==> config.mk <==
export PLATFORM = sky130hd
export DESIGN_NAME = hamming_sec_codec_flat
export DESIGN_NICKNAME = d
export VERILOG_FILES = /design/src/hsc_pkg.sv /design/src/hsc_req_if.sv /design/src/hsc_rsp_if.sv /design/src/hsc_csr_if.sv /design/src/hsc_mask_stage.sv /design/src/hsc_syndrome_stage.sv /design/src/hsc_finish_stage.sv /design/src/hamming_sec_codec.sv /design/src/flat_wrapper.sv
export SDC_FILE = /design/constraint.sdc
export NUM_CORES = 1
export LEC_CHECK = 0
export ABC_AREA = 1
export BUFFER_PORTS_ARGS = -buffer_cell sky130_fd_sc_hd__buf_2
export CAP_MARGIN = 40
export CELL_PAD_IN_SITES_DETAIL_PLACEMENT = 0
export CELL_PAD_IN_SITES_GLOBAL_PLACEMENT = 1
export CORE_ASPECT_RATIO = 1.2
export CORE_MARGIN = 4
export CORE_UTILIZATION = 45
export DETAILED_ROUTE_END_ITERATION = 16
export PLACE_DENSITY = 0.89
export SLEW_MARGIN = 0
export SYNTH_ARGS = -nofsm -noshare
export SYNTH_HDL_FRONTEND = slang
export SYNTH_SLANG_ARGS = --single-unit
export TNS_END_PERCENT = 50
==> constraint.sdc <==
create_clock -name clock -period 9.6 [get_ports clock]
set_clock_uncertainty 0.15 [all_clocks]
set_input_delay 1.92 -clock clock [delete_from_list [all_inputs] [get_ports clock]]
set_output_delay 1.92 -clock clock [all_outputs]
set_load 0.02 [all_outputs]
==> src/hsc_pkg.sv <==
package hsc_pkg;

   localparam int unsigned WORD_BITS = 63;
   localparam int unsigned LEN_BITS = 6;
   localparam int unsigned SYN_BITS = 6;
   localparam int unsigned MAX_CODE_BITS = 63;

   typedef logic [WORD_BITS-1:0] word_type;
   typedef logic [LEN_BITS-1:0] len_type;
   typedef logic [SYN_BITS-1:0] syn_type;

   typedef struct packed {
      logic     decode_mode;
      len_type  bit_length;
      word_type bits;
   } s1_type;

   typedef struct packed {
      logic     decode_mode;
      len_type  bit_length;
      word_type bits;
      syn_type  syndrome;
      logic     enc_overflow;
      len_type  enc_length;
   } s2_type;

   typedef struct packed {
      word_type result_bits;
      len_type  result_length;
      len_type  corrected_position;
      logic     length_error;
   } rsp_type;

   // number of powers of two at or below p
   function automatic logic [2:0] pow2_count(input logic [6:0] p);
      logic [2:0] c;
      c = '0;
      for (int unsigned j = 0; j < 7; j++) begin
         if ((7'd1 << j) <= p) c = c + 3'd1;
      end
      return c;
   endfunction

   // parity bits needed for n data bits
   function automatic logic [2:0] parity_count(input len_type n);
      logic [2:0] r;
      logic       found;
      r = '0;
      found = 1'b0;
      for (int unsigned i = 0; i < 8; i++) begin
         if (!found && n != '0 && ((8'd1 << i) >= 8'(n) + 8'(i) + 8'd1)) begin
            r = 3'(i);
            found = 1'b1;
         end
      end
      return r;
   endfunction

   // code positions that have bit j set
   function automatic word_type pos_mask(input int unsigned j);
      word_type m;
      m = '0;
      for (int unsigned p = 1; p <= WORD_BITS; p++) begin
         m[p-1] = ((p >> j) & 1) != 0;
      end
      return m;
   endfunction

   function automatic word_type pow2_mask();
      word_type m;
      m = '0;
      for (int unsigned j = 0; j < SYN_BITS; j++) begin
         m[(1 << j) - 1] = 1'b1;
      end
      return m;
   endfunction

   function automatic syn_type syndrome(input word_type w);
      syn_type s;
      for (int unsigned j = 0; j < SYN_BITS; j++) begin
         s[j] = ^(w & pos_mask(j));
      end
      return s;
   endfunction

endpackage

==> src/hsc_req_if.sv <==
interface hsc_req_if import hsc_pkg::*; ();
   logic     valid;
   logic     ready;
   word_type data_bits;
   len_type  bit_length;

   modport source (output valid, output data_bits, output bit_length, input ready);
   modport sink (input valid, input data_bits, input bit_length, output ready);
endinterface

==> src/hsc_rsp_if.sv <==
interface hsc_rsp_if import hsc_pkg::*; ();
   logic     valid;
   logic     ready;
   word_type result_bits;
   len_type  result_length;
   len_type  corrected_position;
   logic     length_error;

   modport source (output valid, output result_bits, output result_length,
                   output corrected_position, output length_error, input ready);
   modport sink (input valid, input result_bits, input result_length,
                 input corrected_position, input length_error, output ready);
endinterface

==> src/hsc_csr_if.sv <==
interface hsc_csr_if ();
   logic valid;
   logic ready;
   logic decode_mode;

   modport source (output valid, output decode_mode, input ready);
   modport sink (input valid, input decode_mode, output ready);
endinterface

==> src/hsc_mask_stage.sv <==
module hsc_mask_stage import hsc_pkg::*; (
   input  logic     clock,
   input  logic     reset,
   input  logic     in_valid,
   output logic     in_ready,
   input  logic     mode,
   input  word_type in_bits,
   input  len_type  in_length,
   output logic     out_valid,
   output s1_type   out_data,
   input  logic     out_ready
);

   logic     valid_ff, valid_in;
   s1_type   data_ff, data_in;
   word_type len_mask;

   assign in_ready = !valid_ff || out_ready;

   // length 63 wraps to all ones, length 0 gives an empty mask
   assign len_mask = (word_type'(1) << in_length) - word_type'(1);

   always_comb begin
      valid_in = in_ready ? in_valid : valid_ff;
      data_in = data_ff;
      if (in_ready && in_valid) begin
         data_in.decode_mode = mode;
         data_in.bit_length = in_length;
         data_in.bits = in_bits & len_mask;
      end
   end

   always_ff @(posedge clock) begin
      if (reset) begin
         valid_ff <= 1'b0;
      end else begin
         valid_ff <= valid_in;
      end
   end

   always_ff @(posedge clock) begin
      data_ff <= data_in;
   end

   assign out_valid = valid_ff;
   assign out_data = data_ff;

endmodule

==> src/hsc_syndrome_stage.sv <==
module hsc_syndrome_stage import hsc_pkg::*; (
   input  logic   clock,
   input  logic   reset,
   input  logic   in_valid,
   output logic   in_ready,
   input  s1_type in_data,
   output logic   out_valid,
   output s2_type out_data,
   input  logic   out_ready
);

   logic       valid_ff, valid_in;
   s2_type     data_ff, data_in;
   word_type   enc_word, sel_word;
   logic [6:0] code_len;

   // spread data bits over the positions that are not powers of two
   for (genvar p = 1; p <= WORD_BITS; p++) begin : g_scatter
      if ((p & (p - 1)) == 0) begin : g_parity
         assign enc_word[p-1] = 1'b0;
      end else begin : g_data
         localparam int K = p - int'(pow2_count(7'(p))) - 1;
         assign enc_word[p-1] = in_data.bits[K];
      end
   end

   assign sel_word = in_data.decode_mode ? in_data.bits : enc_word;
   assign code_len = {1'b0, in_data.bit_length} + {4'b0, parity_count(in_data.bit_length)};

   assign in_ready = !valid_ff || out_ready;

   always_comb begin
      valid_in = in_ready ? in_valid : valid_ff;
      data_in = data_ff;
      if (in_ready && in_valid) begin
         data_in.decode_mode = in_data.decode_mode;
         data_in.bit_length = in_data.bit_length;
         data_in.bits = sel_word;
         data_in.syndrome = syndrome(sel_word);
         data_in.enc_overflow = code_len > 7'(MAX_CODE_BITS);
         data_in.enc_length = code_len[LEN_BITS-1:0];
      end
   end

   always_ff @(posedge clock) begin
      if (reset) begin
         valid_ff <= 1'b0;
      end else begin
         valid_ff <= valid_in;
      end
   end

   always_ff @(posedge clock) begin
      data_ff <= data_in;
   end

   assign out_valid = valid_ff;
   assign out_data = data_ff;

   // parity slots stay empty until the last stage fills them
   a_parity_slots_clear: assert property (@(posedge clock) disable iff (reset)
      valid_ff && !data_ff.decode_mode |-> (data_ff.bits & pow2_mask()) == '0)
      else $error("encode word has data in a parity slot");

endmodule

==> src/hsc_finish_stage.sv <==
module hsc_finish_stage import hsc_pkg::*; (
   input  logic    clock,
   input  logic    reset,
   input  logic    in_valid,
   output logic    in_ready,
   input  s2_type  in_data,
   output logic    out_valid,
   output rsp_type out_data,
   input  logic    out_ready
);

   localparam int DATA_MAX = WORD_BITS - int'(pow2_count(7'(WORD_BITS)));

   logic     valid_ff, valid_in;
   rsp_type  data_ff, data_in;
   word_type parity_word, enc_code, flip, fixed, extracted;
   logic     beyond, dec_too_long;
   len_type  dec_len;

   always_comb begin
      parity_word = '0;
      for (int unsigned j = 0; j < SYN_BITS; j++) begin
         parity_word[(1 << j) - 1] = in_data.syndrome[j];
      end
   end

   assign enc_code = in_data.bits | parity_word;

   // a syndrome past the word end is reported but not applied
   assign beyond = in_data.syndrome > in_data.bit_length;
   assign dec_too_long = {1'b0, in_data.bit_length} > 7'(MAX_CODE_BITS);

   always_comb begin
      for (int unsigned i = 0; i < WORD_BITS; i++) begin
         flip[i] = !beyond && (in_data.syndrome == SYN_BITS'(i + 1));
      end
   end

   assign fixed = in_data.bits ^ flip;

   for (genvar p = 1; p <= WORD_BITS; p++) begin : g_gather
      if ((p & (p - 1)) != 0) begin : g_data
         localparam int K = p - int'(pow2_count(7'(p))) - 1;
         assign extracted[K] = fixed[p-1];
      end
   end
   for (genvar k = DATA_MAX; k < WORD_BITS; k++) begin : g_tail
      assign extracted[k] = 1'b0;
   end

   assign dec_len = in_data.bit_length - {3'b0, pow2_count({1'b0, in_data.bit_length})};

   assign in_ready = !valid_ff || out_ready;

   always_comb begin
      valid_in = in_ready ? in_valid : valid_ff;
      data_in = data_ff;
      if (in_ready && in_valid) begin
         data_in = '0;
         if (!in_data.decode_mode) begin
            if (in_data.enc_overflow) begin
               data_in.length_error = 1'b1;
            end else begin
               data_in.result_bits = enc_code;
               data_in.result_length = in_data.enc_length;
            end
         end else if (dec_too_long) begin
            data_in.length_error = 1'b1;
         end else begin
            data_in.result_bits = extracted;
            data_in.result_length = dec_len;
            data_in.corrected_position = in_data.syndrome;
            data_in.length_error = beyond;
         end
      end
   end

   always_ff @(posedge clock) begin
      if (reset) begin
         valid_ff <= 1'b0;
      end else begin
         valid_ff <= valid_in;
      end
   end

   always_ff @(posedge clock) begin
      data_ff <= data_in;
   end

   assign out_valid = valid_ff;
   assign out_data = data_ff;

   a_codeword_checks: assert property (@(posedge clock) disable iff (reset)
      in_valid && !in_data.decode_mode && !in_data.enc_overflow
      |-> syndrome(enc_code) == '0)
      else $error("encoded word does not have a zero syndrome");

   a_error_clears_word: assert property (@(posedge clock) disable iff (reset)
      valid_ff && data_ff.length_error && data_ff.corrected_position == '0
      |-> data_ff.result_bits == '0 && data_ff.result_length == '0)
      else $error("length error without syndrome left a result word");

   a_bits_within_length: assert property (@(posedge clock) disable iff (reset)
      valid_ff |-> (data_ff.result_bits >> data_ff.result_length) == '0)
      else $error("result has bits above its length");

endmodule

==> src/hamming_sec_codec.sv <==
// an accepted item passes through the mask, syndrome and finish stage registers in that order
// throughput: one item per cycle; mask, syndrome and finish stages each hold one item
// a stalled result holds the pipe in place, each stage refills as soon as it drains
// reset (synchronous, active high) empties all stages and sets decode_mode to encode
module hamming_sec_codec import hsc_pkg::*; (
   input logic       clock,
   input logic       reset,
   hsc_req_if.sink   req_ch,
   hsc_rsp_if.source rsp_ch,
   hsc_csr_if.sink   csr_ch
);

   logic    mode_ff, mode_in;
   logic    s1_valid, s1_ready, s2_valid, s2_ready;
   s1_type  s1_data;
   s2_type  s2_data;
   rsp_type rsp_data;

   assign csr_ch.ready = 1'b1;
   assign mode_in = (csr_ch.valid && csr_ch.ready) ? csr_ch.decode_mode : mode_ff;

   always_ff @(posedge clock) begin
      if (reset) begin
         mode_ff <= 1'b0;
      end else begin
         mode_ff <= mode_in;
      end
   end

   hsc_mask_stage u_mask (
      .clock     (clock),
      .reset     (reset),
      .in_valid  (req_ch.valid),
      .in_ready  (req_ch.ready),
      .mode      (mode_ff),
      .in_bits   (req_ch.data_bits),
      .in_length (req_ch.bit_length),
      .out_valid (s1_valid),
      .out_data  (s1_data),
      .out_ready (s1_ready)
   );

   hsc_syndrome_stage u_syndrome (
      .clock     (clock),
      .reset     (reset),
      .in_valid  (s1_valid),
      .in_ready  (s1_ready),
      .in_data   (s1_data),
      .out_valid (s2_valid),
      .out_data  (s2_data),
      .out_ready (s2_ready)
   );

   hsc_finish_stage u_finish (
      .clock     (clock),
      .reset     (reset),
      .in_valid  (s2_valid),
      .in_ready  (s2_ready),
      .in_data   (s2_data),
      .out_valid (rsp_ch.valid),
      .out_data  (rsp_data),
      .out_ready (rsp_ch.ready)
   );

   assign rsp_ch.result_bits = rsp_data.result_bits;
   assign rsp_ch.result_length = rsp_data.result_length;
   assign rsp_ch.corrected_position = rsp_data.corrected_position;
   assign rsp_ch.length_error = rsp_data.length_error;

endmodule

==> src/flat_wrapper.sv <==
// flat-port wrapper written by rule: the top's interface ports become plain ports
module hamming_sec_codec_flat import hsc_pkg::*;
  (clock, reset, req_ch_valid, req_ch_data_bits, req_ch_bit_length, req_ch_ready, rsp_ch_valid, rsp_ch_result_bits, rsp_ch_result_length, rsp_ch_corrected_position, rsp_ch_length_error, rsp_ch_ready, csr_ch_valid, csr_ch_decode_mode, csr_ch_ready);
  hsc_req_if req_ch_i ();
  hsc_rsp_if rsp_ch_i ();
  hsc_csr_if csr_ch_i ();
  input logic clock;
  input logic reset;
  input wire logic [$bits(req_ch_i.valid)-1:0] req_ch_valid;
  input wire logic [$bits(req_ch_i.data_bits)-1:0] req_ch_data_bits;
  input wire logic [$bits(req_ch_i.bit_length)-1:0] req_ch_bit_length;
  output wire logic [$bits(req_ch_i.ready)-1:0] req_ch_ready;
  output wire logic [$bits(rsp_ch_i.valid)-1:0] rsp_ch_valid;
  output wire logic [$bits(rsp_ch_i.result_bits)-1:0] rsp_ch_result_bits;
  output wire logic [$bits(rsp_ch_i.result_length)-1:0] rsp_ch_result_length;
  output wire logic [$bits(rsp_ch_i.corrected_position)-1:0] rsp_ch_corrected_position;
  output wire logic [$bits(rsp_ch_i.length_error)-1:0] rsp_ch_length_error;
  input wire logic [$bits(rsp_ch_i.ready)-1:0] rsp_ch_ready;
  input wire logic [$bits(csr_ch_i.valid)-1:0] csr_ch_valid;
  input wire logic [$bits(csr_ch_i.decode_mode)-1:0] csr_ch_decode_mode;
  output wire logic [$bits(csr_ch_i.ready)-1:0] csr_ch_ready;
  assign req_ch_i.valid = req_ch_valid;
  assign req_ch_i.data_bits = req_ch_data_bits;
  assign req_ch_i.bit_length = req_ch_bit_length;
  assign req_ch_ready = req_ch_i.ready;
  assign rsp_ch_valid = rsp_ch_i.valid;
  assign rsp_ch_result_bits = rsp_ch_i.result_bits;
  assign rsp_ch_result_length = rsp_ch_i.result_length;
  assign rsp_ch_corrected_position = rsp_ch_i.corrected_position;
  assign rsp_ch_length_error = rsp_ch_i.length_error;
  assign rsp_ch_i.ready = rsp_ch_ready;
  assign csr_ch_i.valid = csr_ch_valid;
  assign csr_ch_i.decode_mode = csr_ch_decode_mode;
  assign csr_ch_ready = csr_ch_i.ready;
  hamming_sec_codec u_core (.clock(clock), .reset(reset), .req_ch(req_ch_i), .rsp_ch(rsp_ch_i), .csr_ch(csr_ch_i));
endmodule
Yosys cells after proc, flatten, opt, wreduce, memory -nomap -nowiden
Index checks and enable logic that the tools add are counted.
Operators by class
  add/sub/neg operators: 22
  order comparisons: 16
  equality and inequality tests: 63
  shifts and indexed selects: 1
  muxes and demuxes: 25
  bitwise operators: 3
  reductions and logical operators: 103
Operator list (count)
  63-bit parity: 6
  6-bit equality test (second input constant): 32
  63-bit two-way mux: 3
  6-bit by 5-bit equality test with 1-bit output (second input constant): 16
  1-bit logical AND: 81
  63-bit bitwise AND: 1
  63-bit by 32-bit bitwise OR with 63-bit output: 1
  1-bit by 6-bit left shift with 63-bit output (first input constant): 1
  63-bit by 1-bit subtractor with 63-bit output (second input constant): 1
  63-bit XOR: 1
  7-bit by 1-bit adder with 8-bit output (second input constant): 7
  6-bit by 4-bit equality test with 1-bit output (second input constant): 8
  6-bit by 3-bit adder with 7-bit output (second input constant): 4
  3-bit two-way mux: 9
  6-bit by 3-bit equality test with 1-bit output (second input constant): 4
  3-bit by 1-bit adder with 3-bit output (second input constant): 5
  6-bit by 2-bit adder with 7-bit output (second input constant): 2
  6-bit by 2-bit equality test with 1-bit output (second input constant): 2
  1-bit zero test: 11
  1-bit two-way mux: 11
  1-bit by 8-bit >= comparator with 1-bit output (first input constant): 1
  2-bit by 8-bit >= comparator with 1-bit output (first input constant): 1
  3-bit by 8-bit >= comparator with 1-bit output (first input constant): 1
  4-bit by 8-bit >= comparator with 1-bit output (first input constant): 1
  other kinds (20): 23
Storage, ports and cells
  register bits: 233
  bits of input ports: 75
  output and inout bits: 79
  word-level logic and storage cells: 251

Longest topological paths before layout
Gate-level depths: netlist of the first run.
  word-level depth: 34
  gate-level depth with buffers: 29
  gate-level depth less buffers: 29

Cells and area by module
A second synthesis of the first run with hierarchy kept.
Second synthesis, totals
  cell total of the unflattened synthesis: 2423
  area, all modules: 17222.8 um^2
By module, submodules not included
  hsc_syndrome_stage: times used 1, cells an instance 995, area an instance 6765.2 um^2, seq. area each 2512.4 um^2
  hsc_finish_stage: times used 1, cells an instance 752, area an instance 5524.0 um^2, seq. area each 2302.2 um^2
  hsc_mask_stage: times used 1, cells an instance 667, area an instance 4877.2 um^2, seq. area each 2122.0 um^2
  hamming_sec_codec: times used 1, cells an instance 9, area an instance 56.3 um^2, seq. area each 20.0 um^2

Least setup slack after synthesis of the first run
Ideal clock, no wire load.
  path type: input -> register
  start point: in rsp_ch_ready
  end point: reg u_core.u_finish.data_ff (netlist bit u_core.u_finish.out_data[0]) (enable)
  library setup time: 535 ps
  data arrival time: 5621 ps
  required time: 8915 ps
  slack: 3293 ps
  stages: 2
  path buffers: 0
  path through: inv_1 a21oi_1
Between the ends
  word-level cells in the longest chain between the ends: 2
Ends and longest elaborated chain
  start, declared: line flat_wrapper.sv:18  | input wire logic [$bits(rsp_ch_i.ready)-1:0] rsp_ch_ready;
  1-bit logical OR: line hsc_finish_stage.sv:53  | assign in_ready = !valid_ff || out_ready;
  1-bit logical AND: line hsc_finish_stage.sv:58  | if (in_ready && in_valid) begin
  end signal, assigned: line hsc_finish_stage.sv:87  | data_ff <= data_in;
  end, declared: line hsc_finish_stage.sv:15  | rsp_type data_ff, data_in;
Every way passes these cells.
A chain may end at the register's enable or synchronous reset.

Final worst setup path of the first run
  start point: reg u_core.u_syndrome.data_ff (netlist bit u_core.u_syndrome.out_data[81])
  end point: reg u_core.u_finish.data_ff (netlist bit u_core.u_finish.out_data[12]) (data pin)
Between the ends
  word-level cells in the longest chain between the ends: 14
  elaborated cells on any way between the ends: 19
  those cells by class: add/sub: 6; order compare: 6; mux: 7
Ends and longest elaborated chain
  start, declared: line hsc_syndrome_stage.sv:13  | s2_type data_ff, data_in;
  start signal, assigned: line hsc_syndrome_stage.sv:54  | data_ff <= data_in;
  1-bit by 6-bit less-or-equal comparator with 1-bit output: line hsc_pkg.sv:39  | if ((7'd1 << j) <= p) c = c + 3'd1;
  1-bit two-way mux: line hsc_pkg.sv:39
  3-bit by 1-bit adder with 3-bit output: line hsc_pkg.sv:39
  3-bit two-way mux: line hsc_pkg.sv:39
  3-bit by 1-bit adder with 3-bit output: line hsc_pkg.sv:39
  3-bit two-way mux: line hsc_pkg.sv:39
  3-bit by 1-bit adder with 3-bit output: line hsc_pkg.sv:39
  3-bit two-way mux: line hsc_pkg.sv:39
  3-bit by 1-bit adder with 3-bit output: line hsc_pkg.sv:39
  3-bit two-way mux: line hsc_pkg.sv:39
  3-bit by 1-bit adder with 3-bit output: line hsc_pkg.sv:39
  3-bit two-way mux: line hsc_pkg.sv:39
  6-bit by 3-bit subtractor with 6-bit output *: line hsc_finish_stage.sv:51  | assign dec_len = in_data.bit_length - {3'b0, pow2_count({1'b0, in_data.bit_length})};
  63-bit two-way mux *: line hsc_finish_stage.sv:60  | if (!in_data.decode_mode) begin
Mark *: on every way between the ends. The rest lies on a longest branch, timed or not.

==> results of run 1 <==
-- registers in the layout, summed over array words and instances (netlist names) --
register,count
u_core.u_mask.out_data,70
u_core.u_syndrome.out_data,83
u_core.u_finish.out_valid,1
u_core.u_mask.out_valid,1
u_core.mode_ff,1
u_core.u_finish.out_data,76
u_core.u_syndrome.out_valid,1
-- stage by stage --
stage                     area, sq um  setup WS (ns)  total power, mW  util [%]  std cells
after floorplan                 16500           3.29             1.89         -       2308
after global placement          17600           4.63             2.12      48.8       2877
after detailed placement        17600           4.43             2.14      48.8       2878
after CTS                       18500           4.43             3.15      51.2       2926
after global routing            18500           4.01             3.32      51.2       2926
final                           18500           4.44             3.13      51.2       2926
-- area by class of cell --
class                   instances  area, sq um  area share (%)
inverters                     304         1140            6.16
clock buffers                  28          679            3.67
repair buffers                163          843            4.55
clock inverters                20          199            1.07
flip-flops and latches        233         6960            37.6
well taps                     468          586            3.16
multi-input cells            1710         8110            43.8
-- synth_stat cells (3+ instances only) --
library cell / number
dfxtp_1: 4
ha_1: 34
nand4_1: 40
and3_1: 7
and2_1: 4
nor2_1: 237
nand2_1: 797
edfxtp_1: 229
nand3b_1: 4
clkbuf_1: 18
xor2_1: 44
buf_4: 6
o21ai_0: 152
o21ai_2: 11
clkinv_1: 3
nand3_1: 203
nand2_2: 5
buf_2: 26
buf_1: 3
inv_2: 10
nor2_4: 5
o22ai_1: 7
nor2_2: 10
buf_6: 8
nor3_1: 17
xnor2_1: 27
o21ai_1: 21
inv_1: 291
a21oi_1: 51
nor3_2: 5
nand3_2: 4
and3b_1: 3
-- path summary, 6_finish.rpt --
check	startpoint	endpoint	slack, ns
setup / recovery	u_core.u_syndrome.out_data[81]$_DFFE_PP_	u_core.u_finish.out_data[12]$_DFFE_PP_	4.44
hold / removal	u_core.mode_ff$_SDFFE_PP0P_	u_core.u_mask.out_data[69]$_DFFE_PP_	0.33
setup reg to reg	u_core.u_syndrome.out_data[81]$_DFFE_PP_	u_core.u_finish.out_data[12]$_DFFE_PP_	4.44
hold reg to reg	u_core.mode_ff$_SDFFE_PP0P_	u_core.u_mask.out_data[69]$_DFFE_PP_	0.33
-- placed cells by master, fill, tap and decap left out, types with 12 or more instances in the layout --
cell       Yosys  layout
nand2_1      797     797
inv_1        291     289
nor2_1       237     237
edfxtp_1     229     229
nand3_1      203     203
o21ai_0      152     152
buf_2         26     152
a21oi_1       51      50
xor2_1        44      44
nand4_1       40      40
ha_1          34      34
xnor2_1       27      27
clkbuf_16      0      27
o21ai_1       21      21
nor3_1        17      17
inv_2         10      12
-- kinds of logic (layout without fill, tap and decap cells) --
| family | Yosys count | in the layout |
|---|---|---|
| AOI/OAI and AO/OA | 252 | 252 |
| muxes | 2 | 2 |
| buffers and inverters | 365 | 515 |
| xor gates and xnor gates | 71 | 71 |
| adders and majority gates | 36 | 36 |
| DFF | 233 | 233 |
| and+or+nand+nor | 1348 | 1348 |
| other | 1 | 1 |
-- worst register-to-register path: cells and delay by family, from the launching register on --
family | cells | cell delay, ns
adder cells (fa/ha/maj) | 5 | 1.41
flip-flops | 1 | 0.46
XOR/XNOR | 1 | 0.15
AO/OA/AOI/OAI | 3 | 0.55
multiplexers | 1 | 0.25
AND/OR/NAND/NOR | 13 | 1.64
buffers and inverters | 4 | 0.28
-- metal layers --
metal,GRT usage [%],up-vias,wire length [microns]
met4,10.3,0,2360
met1,31.7,6936,21700
met2,42.1,527,23600
li1,-,7721,-
met3,2.40,120,2550
met5,0,-,0
-- power by group --
part | switching [mW] | internal (mW)
registers | 0.0472 | 1.21
clock network | 0.414 | 0.597
logic | 0.603 | 0.261
total | 1.06 | 2.07
==> summary.md, run 1 <==
| Metric | Value |
|---|---|
| Post-synth cell types | 46 |
| Worst Tran Pin Value | a little over 0.9 ns |
| Arr. time, crit path | 5.30 ns |
| Core area | around 36000 sq um |
| Simple-gate portion of the synthesized area | approximately 34% |
| Worst hold path cell count | 0 |
| Crit path time final | between 5 and 6 ns |
| Leakage | 9.14 nW |
| Final setup viols | 0 |
| Die Y | around 220 microns |
| Worst path depth | 27 |
| Clk sink count | between 200 and 250 |
| Area Overhead vs Synth | 11.9% |
| Grt total ovfl | 0 |
| Nets | about 2500 |
| H-tree depth | 1 |
| Pwr dens | 169 nW/um^2 |
| Post-DP HPWL | between 40 and 50 mm |
| Final TNS setup | 0 ns |
| Yosys reg bits | 233 |
| Die Area | 39900 sq um |
| Crit-path slowest cell | edfxtp_1 |
| CTS tree | built |
| Via count | approximately 15000 |
| Max-Cap Viols | 0 |
| Clock Tree Root | clkbuf_16 |
| Vias in the first global route | about 14000 |
| WL/cell | around 17 microns |
| Crit path largest cell delay | 0.46 ns |
| Vias/cell | 5.23 |
| Post-CTS Setup Bufs | 0 |
| Largest family of logic cells by synthesized area | simple AND/OR/NAND/NOR gates |
| Sequential area share after synthesis | 42.1% |
| Post-synth EDFFs | between 200 and 250 |
| Yosys warning total | 0 |
| Antenna Nets Post-Route | 0 |
| Post_cts resized | 0 |
| Fin. Hold Viols | 0 |
| Delay-heaviest family, CP | simple AND/OR/NAND/NOR gates |
| Area contributors post-synth | edfxtp_1 (42%), nand2_1 (18%), inv_1 (6.6%) |
| Area leader, netlist | edfxtp_1 |
| First-pass GRT wire length | approximately 77 mm |
| Synth top area share | about two fifths |
| Final period util | a little over half |
| Port Buf Inserts | ~150 |
| Multiplexer share of the synthesized area | less than 1% |
| Top achievable clock speed | approximately 190 MHz |
| Clk_lat worst skew | 0.55 ns |
| Syn Area/Cell | roughly 7.2 sq um |
| FILL cells | 3587 |
| Share of cells above drive strength 1 | a little over a tenth |
| Gpl congestion | a little under 1 |
| Ports | between 150 and 200 |
| WS Path Type | flip-flop to flip-flop |
| CP Buf/Inv Count | 4 |
| Synth Area in Compound Gates | under 10% |
| Ys async rst share | 0% |
| Crit path max fanout | 6 |
| Mapped Nets | ~2400 |
| RSZ-0062 raised after global routing | no |
| Worst-case vdd ir drop | roughly 0.00012 V |
| DRC errors left | 0 |
| Worst R2R Path Depth | 27 |
| Initial Utilization | 45.8% |
| Row count | 76 |
| DRT iter0 DRCs | around 1100 |
| Syn Std Cell Area | ~17000 sq um |
| Drt pass-1 iters | 5 |
| Post-synthesis xor/xnor area fraction | 3.76% |
| Initial antenna violation count | 0 |
| Clk buf depth | 3 |
| Startpoint types | flip-flop |
| Final wirelength | 50.2 mm |
| Hold slack | about 0.33 ns |
| CP Capture Type | flip-flop |
| Adder-Cell Fraction of Synth Area | under 10% |
| Status | finished clean |
| Largest net degree at the start of global routing | between 90 and 100 |
| Worst min-delay path class | flip-flop to flip-flop |
| Ant diodes | 0 |
| Cells after Synth | ~2300 |
| Hold_buf cts | 0 |
| Worst relative slew slack | approximately two fifths |
| TritonCTS buffer count | 26 |
| GRT Total Usage | around a quarter |
| Die width | 183 microns |
| Final count of pins violating max slew | 0 |
| Post-synth top flop | edfxtp_1 |
| Req. time, crit path | around 9.7 ns |
| Worst-path clk slew | ~0.060 ns |
Power figures use the tool's default switching activity.
==> run 2, diff against run 1 <==
--- a/config.mk
+++ b/config.mk
@@ -12,9 +12,9 @@
 export CELL_PAD_IN_SITES_GLOBAL_PLACEMENT = 1
 export CORE_ASPECT_RATIO = 1.2
 export CORE_MARGIN = 4
-export CORE_UTILIZATION = 45
+export CORE_UTILIZATION = 40
 export DETAILED_ROUTE_END_ITERATION = 16
-export PLACE_DENSITY = 0.89
+export PLACE_DENSITY = 0.85
 export SLEW_MARGIN = 0
 export SYNTH_ARGS = -nofsm -noshare
 export SYNTH_HDL_FRONTEND = slang
==> constraint.sdc (replaced) <==
create_clock -name clock -period 4.7 [get_ports clock]
set_clock_uncertainty 0.15 [all_clocks]
set_input_delay 0.94 -clock clock [delete_from_list [all_inputs] [get_ports clock]]
set_output_delay 0.94 -clock clock [all_outputs]
set_load 0.02 [all_outputs]
==> run 2 against run 1 <==
Power is 100% higher. Utilization is 5.2 points lower. Combinational power is 110% higher. Via count is 0.42% lower. Clock power is 91% higher. Highest routed layer unchanged. Global-route usage is 2.2 points lower. First-iteration DRC count is 12% lower. Non-clock buffer count is 18 higher.
==> summary.md, run 2 (synthesis gave the netlist of run 1 again) <==
| Metric | Value |
|---|---|
| Worst-path clk slew | 0.07 ns (about the same) |
| Max-Cap Viols | 0 (unchanged) |
| Critical R2R Launch | u_core.u_syndrome.out_data[81]$_DFFE_PP_ |
| Via count | 15240 (-0.42%) |
| Ant diodes | 0 (unchanged) |
| First-pass GRT wire length | 79.3 mm (+2.8%) |
| Crit. Startpoint | u_core.u_syndrome.out_data[81]$_DFFE_PP_ |
| Clk sink count | 233 (unchanged) |
| Hold_buf cts | 0 (unchanged) |
| GRT Total Usage | 22.4% (-2.2 points) |
| Core area | 40800 sq um (+13%) |
| Worst min-delay path class | flip-flop to flip-flop |
| Grt total ovfl | 0 (unchanged) |
| Post-DP HPWL | 42.0 mm (+2.5%) |
| Ports | 154 (unchanged) |
| Clock Tree Root | clkbuf_16 |
| Arr. time, crit path | 4.70 ns (-0.60 ns) |
| Drt pass-1 iters | 6 (+1) |
| Startpoint types | flip-flop |
| CP Capture Type | flip-flop |
| DRT iter0 DRCs | 987 (-12%) |
| Vias in the first global route | 14315 (+1.1%) |
| WS Path Type | flip-flop to flip-flop |
| Pwr dens | 337 nW/um^2 (+99%) |
| Status | finished clean |
| Non-filler cells, final | 3012 (+2.9%) |
| Crit path max fanout | 2 (-4) |
| Worst-case vdd ir drop | 0.000240 V (+100%) |
| Die Area | 44700 sq um (+12%) |
| Total power | 6.33 mW (+100%) |
| Final wirelength | 51.8 mm (+3.1%) |
| Max FFs per register | 83 (unchanged) |
| Share of cells above drive strength 1 | 12.0% (+1.4 points) |
| Setup Slack @ Placement | 0.00539 ns (-4.43 ns) |
| Final setup viols | 0 (unchanged) |
| CTS tree | built |
| Crit path time final | 4.56 ns (-0.593 ns) |
| Final period util | 97.1% (+43 points) |
| Worst Tran Pin Value | 0.886 ns (-0.0343 ns) |
| Largest net degree at the start of global routing | 145 (+48%) |
| Die Y | 231 microns (+5.8%) |
| Fin area | 18800 sq um (+1.6%) |
| Vias/cell | 5.06 (-3.3%) |
| Fin. Hold Viols | 0 (unchanged) |
| Req. time, crit path | 4.84 ns (-4.90 ns) |
| Nets | 2566 (+0.67%) |
| Port Buf Inserts | 152 (unchanged) |
| Final worst slack | 0.138 ns (-4.31 ns) |
| Cells after DPL | 2961 (+2.9%) |
| Initial Utilization | 40.5% (-5.3 points) |
| H-tree depth | 1 (unchanged) |
| Gpl congestion | 0.922 (-6.9%) |
| Min-delay src | u_core.mode_ff$_SDFFE_PP0P_ |
| Worst relative slew slack | 41.0% (+2.5 points) |
| Top achievable clock speed | 219 MHz (+13%) |
| Area Overhead vs Synth | 13.7% |
| FILL cells | 4167 (+16%) |
| Antenna Nets Post-Route | 0 (unchanged) |
| Clk buf depth | 3 (unchanged) |
| Post-DP Area | 17800 sq um (+1.2%) |
| Commonest cells after routing, fill and taps aside | nand2_1 (793), inv_1 (285), nor2_1 (232) |
| Row count | 81 (+6.6%) |
| TritonCTS buffer count | 25 (-3.8%) |
| Die width | 194 microns (+5.8%) |
| Clk_lat worst skew | 0.54 ns (about the same) |
| Final count of pins violating max slew | 0 (unchanged) |
| WL/cell | 17.2 microns (+0.15%) |
| Most common cell after layout, fill and taps aside | nand2_1 |
| DRC errors left | 0 (unchanged) |
| Leakage | 9.20 nW (+0.66%) |
| Initial antenna violation count | 0 (unchanged) |
## run 2: cell types whose count changed in the layout (fill, tap and decap cells not counted), moves of 3 or more
cell      previous run  this run
buf_4               11        26
nor2_1             237       232
inv_1              289       285
inv_2               12        16
nand2_1            797       793
nand2_2              5         9
nor2_4               5         9
clkinv_1             7         4
ha_1                34        31
ha_4                 0         3
## run 2: worst paths after layout
kind | to | slack (ns) | depth (start not counted)
worst max register to register | u_core.u_finish.out_data[12]$_DFFE_PP_ | 0.14 | 27
worst max-delay path | u_core.u_finish.out_data[12]$_DFFE_PP_ | 0.14 | 27
worst min register to register | u_core.u_mask.out_data[69]$_DFFE_PP_ | 0.32 | 0
worst min-delay path | u_core.u_mask.out_data[69]$_DFFE_PP_ | 0.32 | 0
## run 2: area by class of cell
| class | count | area (sq um) | area share (%) |
|---|---|---|---|
| clock buffers | 27 | 633 | 3.36 |
| clock inverters | 18 | 180 | 0.958 |
| inverters | 304 | 1140 | 6.06 |
| multi-input cells | 1710 | 8220 | 43.7 |
| flip-flops and latches | 233 | 6960 | 37.0 |
| well taps | 539 | 674 | 3.58 |
| repair buffers | 181 | 1010 | 5.35 |
## run 2: through the flow
step,setup TNS (ns),hold WS (ns),util [%]
after global routing,-0.0829,0.341,46.1
final,0,0.320,46.1
after floorplan,0,0.258,-
after global placement,0,0.314,43.7
after detailed placement,0,0.310,43.7
after CTS,0,0.325,45.7
## run 2: critical path, stage by stage, from the launching register on
cell and delay (ns):
edfxtp_1 0.40, nor2_2 0.15, inv_2 0.06, nor2_4 0.12, nand2_2 0.09, nor2_4 0.12, inv_2 0.08, nor2_4 0.12
inv_2 0.05, ha_4 0.21, or2_1 0.20, nand2_1 0.09, inv_1 0.05, ha_1 0.29, nand2_2 0.08, nand2_2 0.06
ha_4 0.26, nor2_2 0.04, a31oi_4 0.17, ha_4 0.23, mux2i_2 0.20, ha_1 0.28, a21oi_2 0.19, nor2_4 0.06
nor2_2 0.11, nand3_1 0.09, xor2_1 0.15, a22o_1 0.18
## run 2: per-layer routing
metal,up-vias,wire length (microns),share of wire (%),GRT usage [%]
li1,7756,-,-,-
met1,6886,22400,43,29.2
met2,481,24000,46,37.2
met3,117,2530,4.9,2.26
met4,0,2870,5.5,11.1
met5,-,0,0,0
## run 2: timing repair
action,4_1_cts,5_1_grt
setup buffers,1,5
endpoints found under the setup margin,1,5
pin swaps,0,20
cloned,0,0
gates resized for setup,1,26
## run 2: power breakdown
group | internal [mW] | leakage [nW] | switching (mW)
Clock | 1.10 | 0.385 | 0.829
Combinational | 0.561 | 6.57 | 1.27
Sequential | 2.47 | 2.24 | 0.0974
